## src/rtl/core/besc_pkg.sv

```systemverilog
// shared types and constants for the evidence score combiner
// used by besc_row_cell, besc_div_cell and the top level
package besc_pkg;

    localparam int FIELD_W = 17;
    localparam int IDX_W   = 3;
    localparam int N_REGS  = 6;

    // configuration register indexes
    localparam logic [IDX_W-1:0] REG_POS_MZ    = 3'd0;
    localparam logic [IDX_W-1:0] REG_NEG_MZ    = 3'd1;
    localparam logic [IDX_W-1:0] REG_POS_RT    = 3'd2;
    localparam logic [IDX_W-1:0] REG_NEG_RT    = 3'd3;
    localparam logic [IDX_W-1:0] REG_POS_SCORE = 3'd4;
    localparam logic [IDX_W-1:0] REG_NEG_SCORE = 3'd5;

    // sideband that travels with every word down the pipe
    typedef struct packed {
        logic               valid;
        logic               skip;
        logic [FIELD_W-1:0] raw;
    } t_side;

endpackage

```

## src/rtl/core/besc_div_cell.sv

```systemverilog
// one restoring division cell: settles one quotient bit of pos / (pos + neg)
// depends on besc_pkg
module besc_div_cell #(
    parameter int FRAC_BITS = 16,
    parameter bit FIRST     = 1'b0
) (
    input  logic                 i_clk,
    input  logic                 i_rst_n,
    input  logic                 i_en,
    input  besc_pkg::t_side      i_side,
    input  logic [FRAC_BITS+1:0] i_rem,
    input  logic [FRAC_BITS+1:0] i_den,
    input  logic [FRAC_BITS:0]   i_quo,
    input  logic                 i_degen,
    output besc_pkg::t_side      o_side,
    output logic [FRAC_BITS+1:0] o_rem,
    output logic [FRAC_BITS+1:0] o_den,
    output logic [FRAC_BITS:0]   o_quo,
    output logic                 o_degen
);
    import besc_pkg::*;

    localparam int PW = FRAC_BITS + 1;
    localparam int RW = PW + 1;

    logic [RW-1:0] trial;
    logic          ge;
    t_side         r_side;
    logic [RW-1:0] r_rem, r_den;
    logic [PW-1:0] r_quo;
    logic          r_degen;

    // the numerator's low bits are zero, so later cells shift in zeros
    assign trial = FIRST ? i_rem : {i_rem[RW-2:0], 1'b0};
    assign ge    = (trial >= i_den);

    always_ff @(posedge i_clk) begin
        if (!i_rst_n) begin
            r_side <= '0;
        end else if (i_en) begin
            r_side <= i_side;
        end
    end

    always_ff @(posedge i_clk) begin
        if (i_en) begin
            r_rem   <= ge ? (trial - i_den) : trial;
            r_den   <= i_den;
            r_quo   <= {i_quo[PW-2:0], ge};
            r_degen <= i_degen;
        end
    end

    assign o_side  = r_side;
    assign o_rem   = r_rem;
    assign o_den   = r_den;
    assign o_quo   = r_quo;
    assign o_degen = r_degen;

endmodule

```

## config.mk

```make
export PLATFORM = sky130hd
export DESIGN_NAME = besc_div_cell
export DESIGN_NICKNAME = d
export VERILOG_FILES = /design/src/rtl/core/besc_pkg.sv /design/src/rtl/core/besc_div_cell.sv
export SDC_FILE = /design/constraint.sdc
export NUM_CORES = 1
export LEC_CHECK = 0
export ABC_AREA = 1
export BUFFER_PORTS_ARGS = -buffer_cell sky130_fd_sc_hd__buf_2
export CELL_PAD_IN_SITES_DETAIL_PLACEMENT = 0
export CELL_PAD_IN_SITES_GLOBAL_PLACEMENT = 1
export CORE_MARGIN = 1.5
export CORE_UTILIZATION = 36
export CTS_BUF_LIST = sky130_fd_sc_hd__clkbuf_4 sky130_fd_sc_hd__clkbuf_8
export DETAILED_ROUTE_END_ITERATION = 10
export PLACE_DENSITY_LB_ADDON = 0.12
export SETUP_SLACK_MARGIN = 0.1
export SYNTH_ARGS = -nofsm -noshare
export SYNTH_HDL_FRONTEND = slang
export SYNTH_SLANG_ARGS = --single-unit
```

## constraint.sdc

```tcl
create_clock -name i_clk -period 2.5 [get_ports i_clk]
set_input_delay 0.625 -clock i_clk [delete_from_list [all_inputs] [get_ports i_clk]]
set_output_delay 0.625 -clock i_clk [all_outputs]
set_load 0.1 [all_outputs]
```

Word level (Yosys, flattened, before mapping)
Cells that the tools add are included.
- register bits: 73
- input bits: 76
- output and inout bits: 73
- logic and storage cells: 11
- add/sub/neg operators: 1
- $lt $le $gt $ge: 1
- multiplexer cells: 1
- operators by type and width (operator ; number):
    greater-or-equal comparator 18 bit ; 1
    two-way mux 18 bit ; 1
    subtractor 18 bit ; 1

Depth between registers and ports, before layout
Gate-level depths: netlist (run 1).
- depth in word-level cells: 2
- depth in mapped cells: 14
- depth with buffers taken out: 13

Worst setup path after synthesis (run 1)
Ideal clock, no wire load.
- kind: in2reg
- start point: in i_rem[0]
- end point: reg r_rem[16] (netlist: o_rem[16]), data pin
- setup time: 253 ps
- arrival time: 1921 ps
- required time: 2247 ps
- setup slack: 326 ps
- cell stages on the path: 13
- buffers on the path: 1
- path through: inv_1 -> fa_1 -> inv_1 -> nand3_1 -> nand3_2 -> nand2_1 -> nand2_1 -> nand2_1 -> nand2_2 -> inv_2 -> buf_4 -> nand2_1 -> nand2_1
- word-level cells in the longest chain between the ends: 2
- elaborated cells between the ends (all ways): 3
- classes of those cells: add/sub: 1; order compare: 1; mux: 1
- ends and longest elaborated chain (what ; RTL line ; RTL):
    from (decl) ; besc_div_cell.sv:11 ; input logic [FRAC_BITS+1:0] i_rem,
    subtractor 18 bit / greater-or-equal comparator 18 bit (equally long branches) ; besc_div_cell.sv:47, besc_div_cell.sv:35 ;
    two-way mux 18 bit (*) ; besc_div_cell.sv:47 ; r_rem <= ge ? (trial - i_den) : trial;
    to (signal assigned) ; besc_div_cell.sv:47 ;
    to (decl) ; besc_div_cell.sv:29 ; logic [RW-1:0] r_rem, r_den;
Mark *: on every way between the ends. The rest lies on a longest branch, timed or not.
A chain may end at the register's enable or synchronous reset.

Final worst setup path (run 1)
- start point: in i_rem[12]
- end point: reg r_rem[0] (netlist: o_rem[0]), data pin
- word-level cells in the longest chain between the ends: 1
- ends and longest elaborated chain (what ; RTL line ; RTL):
    greater-or-equal comparator 18 bit ; besc_div_cell.sv:35 ; assign ge = (trial >= i_den);
Every way passes these cells.

==> results_dict.tcl, run 1 <==
set metrics [dict create \
    place_congestion 0.872 \
    cp_common_cell "nand2_1" \
    clockBufferDepth 2 \
    netlist_area_sq_mm 0.00361 \
    nets 666 \
    cts_buffers 9 \
    fmax_ghz 0.486 \
    die_area_sq_mm 0.0106 \
    status "complete, no violations" \
    seq_area_sq_mm 0.00200 \
    fin_ws_ns 0.442 \
    dp_hpwl_mm 6.68 \
    placed_area_sq_mm 0.00456 \
    fin_util 0.494 \
    hold_buffers 0 \
    grt_busiest_layer "met2" \
    final_cell_area_sq_mm 0.00481 \
    fill_cells 1002 \
    slowest_delay_ns 0.36 \
    use_met2 0.273 \
    antenna_cells 0 \
    die_height_um 103 \
    min_period_ns 2.06 \
    yosys_warnings 0 \
    hold_viol_final 0 \
    endpoint "o_rem[0]" \
    cts_htree_levels 3 \
    worstPathMaxFanout 17 \
    track_usage 0.163 \
    critPathSlowestCell "ha_1" \
    worst_hold_slack_ns 0.449 \
    end_kind "flop" \
    stdcell_count 709 \
    startpoint "i_rem[12]" \
    wl_per_cell_um 12.3 \
    rsz0062_at_grt "no" \
    synth.distinct_cells 25 \
    antenna_found_initial 0 \
    postRouteWirelength_mm 8.70 \
    crit_arrival_ns 2.16 \
    synth.most_common_cell "nand2_1" \
    syn_area_per_cell_sq_um 8.83 \
    power_leakage_nw 2.49 \
    ys_top_cells_by_count "nand2_1 (122), edfxtp_1 (54), inv_1 (54), nor2_1 (53), o21ai_0 (25)" \
    grt_max_degree 41 \
    syn_inst 409 \
    grt_overflow 0 \
    reg2reg_setup_slack_ns 1.87 \
    dp_cells 693 \
    clock_skew_ns 0 \
    worst_pin_slew_ns 0.519 \
    cts.sinks 73 \
    power_mw 3.99 \
    cts_tree "done" \
    clock_latency_ns 0.34 \
    cts.repair.resized 0 \
    maxSlewViolCount 0 \
    ys.flop_type "edfxtp_1" \
    grt_pass1_vias 2865 \
    vias 3154 \
    area_growth_pct 33.2 \
    row_count 36 \
    root_buffer "clkbuf_8" \
    multiInputGateArea_sq_mm 0.00135 \
    cp-start-kind "input port" \
    whs_path_depth 1 \
    hold_class "input port to flop" \
    synth.top_cell.area_share 0.449 \
    async_flop_share 0 \
    yosys.area.top_type "edfxtp_1" \
    fp.coreArea_sq_mm 0.00973 \
    cts_setup_buffers 0 \
    crit_required_ns 2.60 \
    drtPass1Iterations 4 \
    reg2reg_from "o_side[16]" \
    r2r_cells 2 \
    initial_utilization 0.371 \
    post-place-ws_ns 0.0634 \
    worstReg2RegEnd "o_side[16]" \
    yosysSeqAreaShare 0.554 \
    drive_gt1_frac 0.313 \
    ys_seq_elements 73 \
    drv_cap 0 \
    ant_nets 0 \
    p_per_area_mw_per_mm2 829 \
    period_share 0.823 \
    use_met1 0.201 \
    crit_chain "buf_2 > ha_1 > a21oi_1 > nand2_1 > a21oi_1 > nand2_1 > nand2_1 > nand2_2 > inv_2 > nor2_1" \
    setup_viol 0 \
    portBuffers 146 \
    clk_pin_slew_worst_paths_ns 0.08 \
    slew_headroom 0.652 \
    ir_worst_vdd_v 0.000316 \
    setup_tns_ns 0 \
    synth_edf_count 54 \
    syn_nets 504 \
    use_met3 0.0325 \
    drcViolationCount 0 \
    pin_count 149 \
    fp.dieW_um 103 \
    viasPerCell 4.45 \
    drtIter0Drc 95 \
    worstSetupPathType "input port to flop" \
    synth_area_leaders "edfxtp_1 (45%), nand2_1 (13%), dfxtp_1 (11%)" \
    grt_first_pass_wirelength_mm 13.0 \
]
==> layout by cell type (no fill, tap or decap), drive strengths merged <==
cell type / count
bufinv: 3
dfxtp: 19
clkinv: 2
nand3b: 3
clkbuf: 10
nand2: 124
nand4: 2
ha: 18
nor3: 2
buf: 158
and2: 1
fa: 1
xnor2: 1
inv: 58
nand3: 19
a21oi: 14
xor2: 8
nor2: 54
edfxtp: 54
o21ai: 25
==> worst min path at each step <==
stage,start,endpoint,slack (ns)
final,i_quo[15],o_quo[16],0.45
after floorplan,i_degen,o_degen,0.72
after global routing,i_quo[7],o_quo[8],0.42
after detailed placement,o_side[9],o_side[9],0.49
after CTS,i_quo[15],o_quo[16],0.42
after global placement,o_side[13],o_side[13],0.47
==> critical path: cells and delay by family <==
| family | cells | cell delay (ns) |
|---|---|---|
| AOI/OAI and AO/OA | 2 | 0.40 |
| adders and majority gates | 1 | 0.36 |
| buffers and inverters | 2 | 0.38 |
| and+or+nand+nor | 5 | 0.39 |
==> final cells by class <==
type                    instances  area share
inverters                      57      0.0445
flip-flops and latches         73       0.416
well taps                     133      0.0346
clock inverters                 6      0.0234
multi-input cells             272       0.280
clock buffers                  10      0.0273
repair buffers                158       0.174
==> power breakdown <==
group          switching (mW)  leakage [nW]  internal (mW)  total, mW
clock network           0.460         0.125          0.680       1.14
registers              0.0282         0.686           1.43       1.46
logic                    1.13          1.68          0.263       1.39
==> per-layer routing <==
layer | up-vias | wire length (um)
met5 | - | 0
met4 | 0 | 148
met3 | 12 | 600
met2 | 108 | 3920
met1 | 1390 | 4040
li1 | 1644 | -
==> logic make-up (layout without fill, tap and decap cells) <==
family / after synthesis / count (layout) / share of synthesized area
fa+ha+maj: 19 / 19 / 0.0679
flops: 73 / 73 / 0.554
compound gates: 39 / 39 / 0.0541
buf+inv: 64 / 231 / 0.0728
simple gates: 205 / 205 / 0.229
xor+xnor: 9 / 9 / 0.0218
==> state kept, by name (all words and copies together), names as in the netlist <==
| register | cells |
|---|---|
| o_den | 18 |
| o_quo | 17 |
| o_degen | 1 |
| o_side | 19 |
| o_rem | 18 |
No activity file was read; power rests on OpenSTA's default activity.
==> run 2: changes to the inputs <==
Settings changed: ABC_AREA 1 to 0, CORE_UTILIZATION 36 to 34.
Clock period 2.5 ns to 1.7 ns, I/O delays scaled along.
==> run 2 against run 1 <==
  * The run now ends with setup timing left
  * Via count is 8.3% lower
  * Critical path type unchanged
  * Cell count is 7.8% lower
  * Clock-buffer cell count down 1
  * Register-to-register slack worse by 0.78 ns
  * Sequential share of layout area is 4.0 points lower
  * Die area increased by 4.5%
==> results_dict.tcl, run 2 <==
set metrics [dict create \
    drv_cap 0 \
    rsz0062_at_grt "yes" \
    ys.flop_type "edfxtp_1" \
    drtIter0Drc 81 \
    vias 2893 \
    power_leakage_nw 2.55 \
    worstSetupPathType "input port to flop" \
    yosys.area_share.simple 0.0929 \
    hold_buffers 0 \
    min_period_ns 2.41 \
    ant_nets 0 \
    slew_headroom 0.676 \
    largest_reg_flops 19 \
    wl_per_cell_um 12.9 \
    cts_buffers 9 \
    fill_cells 996 \
    final_cell_mix "buf_2 (142), buf_4 (68), edfxtp_1 (54)" \
    row_count 37 \
    track_usage 0.157 \
    crit_arrival_ns 2.52 \
    place_congestion 0.846 \
    syn_nets 384 \
    grt_pass1_vias 2913 \
    end_kind "flop" \
    synth-xor-area-share 0.0294 \
    fp.dieW_um 105 \
    die_area_sq_mm 0.0111 \
    ys_seq_elements 73 \
    drcViolationCount 0 \
    clk_pin_slew_worst_paths_ns 0.09 \
    cts_htree_levels 3 \
    nets 608 \
    hold_class "input port to flop" \
    initial_utilization 0.347 \
    dp_cells 636 \
    setup_viol 19 \
    ys_top_cells_by_count "edfxtp_1 (54), inv_1 (22), mux2i_1 (22), nor2b_1 (20), dfxtp_1 (19)" \
    yosys.area.top_type "edfxtp_1" \
    synth_adder_area_share 0.0687 \
    postRouteWirelength_mm 8.47 \
    synthMuxAreaShare 0.108 \
    hold_viol_final 0 \
    maxSlewViolCount 0 \
    yosys_warnings 0 \
    synth_compound_gate_area_share 0.107 \
    p_per_area_mw_per_mm2 1070 \
    clockBufferDepth 2 \
    cts_tree "done" \
    period_share 1.42 \
    viasPerCell 4.42 \
    ir_worst_vdd_v 0.000435 \
    grt_overflow 0 \
    antenna_cells 0 \
    synth.most_common_cell "edfxtp_1" \
    root_buffer "clkbuf_8" \
    cts.sinks 73 \
    worstPathMaxFanout 7 \
    status "complete, but fails checks" \
    violations "setup timing" \
    synth.top_cell.area_share 0.454 \
    stdcell_count 654 \
    syn_inst 289 \
    drive_gt1_frac 0.508 \
    power_mw 5.66 \
    netlist_area_sq_mm 0.00357 \
    drtPass1Iterations 4 \
    synth_area_leaders "edfxtp_1 (45%), dfxtp_1 (11%), ha_1 (6.3%)" \
    synth_edf_count 54 \
    synth.distinct_cells 46 \
    dp_hpwl_mm 6.50 \
    syn_area_per_cell_sq_um 12.4 \
    worst_hold_slack_ns 0.239 \
    pin_count 149 \
    cp-start-kind "input port" \
    die_height_um 105 \
    yosysSeqAreaShare 0.561 \
    fp.coreArea_sq_mm 0.0103 \
    clock_latency_ns 0.35 \
    portBuffers 146 \
    synth_top_family_by_area "multiplexers" \
    final_common_cell "buf_2" \
    async_flop_share 0 \
    grt_first_pass_wirelength_mm 13.5 \
    crit_required_ns 1.81 \
    fin_ws_ns -0.709 \
    worst_pin_slew_ns 0.481 \
    antenna_found_initial 0 \
    clock_skew_ns 0 \
    area_growth_pct 48.9 \
    grt_max_degree 37 \
    fmax_ghz 0.415 \
]
[run 2: final cells by class]
class / instances / area, sq um / share of cell area
Tap cell: 136 / 170 / 0.0320
Multi-Input combinational cell: 187 / 1530 / 0.288
Timing Repair Buffer: 220 / 1350 / 0.254
Clock buffer: 9 / 124 / 0.0233
Inverter: 22 / 85.1 / 0.0160
Clock inverter: 7 / 53.8 / 0.0101
Sequential cell: 73 / 2000 / 0.377
[run 2: logic make-up (layout without fill, tap and decap cells)]
family / after synthesis / after routing
mux: 35 / 35
xor+xnor: 12 / 12
buf+inv: 29 / 258
compound gates: 56 / 56
fa+ha+maj: 19 / 19
flops: 73 / 73
simple gates: 65 / 65
[run 2: stage by stage]
step,setup TNS (ns),setup WS [ns],area [sq um],utilization
floorplan,-18.13,-1.09,3600,-
global placement,-19.65,-1.13,5030,0.489
detailed placement,-20.07,-1.15,5030,0.489
CTS,-12.15,-0.691,5300,0.516
global route,-13.35,-0.770,5310,0.517
finish,-12.26,-0.709,5310,0.517
[run 2: worst paths after layout]
| kind | start | endpoint | slack [ns] | cells past startpoint |
|---|---|---|---|---|
| worst min register to register | o_side[6] | o_side[6] | 0.51 | 2 |
| worst max register to register | o_side[8] | o_side[8] | 1.09 | 2 |
| worst min-delay path | i_quo[15] | o_quo[16] | 0.24 | 1 |
| worst max-delay path | i_den[5] | o_rem[7] | -0.71 | 10 |
[run 2: worst max-delay path, cell delays in order]
cell and delay (ns):
buf_6 0.10, inv_4 0.05, ha_4 0.19, a21o_1 0.17, or3_4 0.33, o22a_1 0.25
o211a_4 0.25, a211oi_4 0.24, buf_6 0.19, mux2_2 0.34
[run 2: report_power, final]
part	leakage (nW)	total, mW	switching [mW]	internal, mW
combinational	1.78	2.26	1.63	0.632
sequential	0.685	2.14	0.0394	2.10
clock	0.0839	1.26	0.723	0.540
total	2.55	5.66	2.40	3.27
[run 2: routing by layer]
| layer | wire [um] | up-vias | GRT usage | part of all wire |
|---|---|---|---|---|
| met5 | 0 | - | 0 | 0 |
| met4 | 162 | 0 | 0.0724 | 0.019 |
| met2 | 3980 | 87 | 0.260 | 0.47 |
| met1 | 3790 | 1292 | 0.190 | 0.45 |
| li1 | - | 1501 | - | - |
| met3 | 535 | 13 | 0.0421 | 0.063 |
[run 2: timing repair]
action	4_1_cts	5_1_grt
setup buffers	3	0
endpoints found under the setup margin	19	20
resized for setup	17	8
endpoints found under the hold margin	0	0
pin swaps	3	1
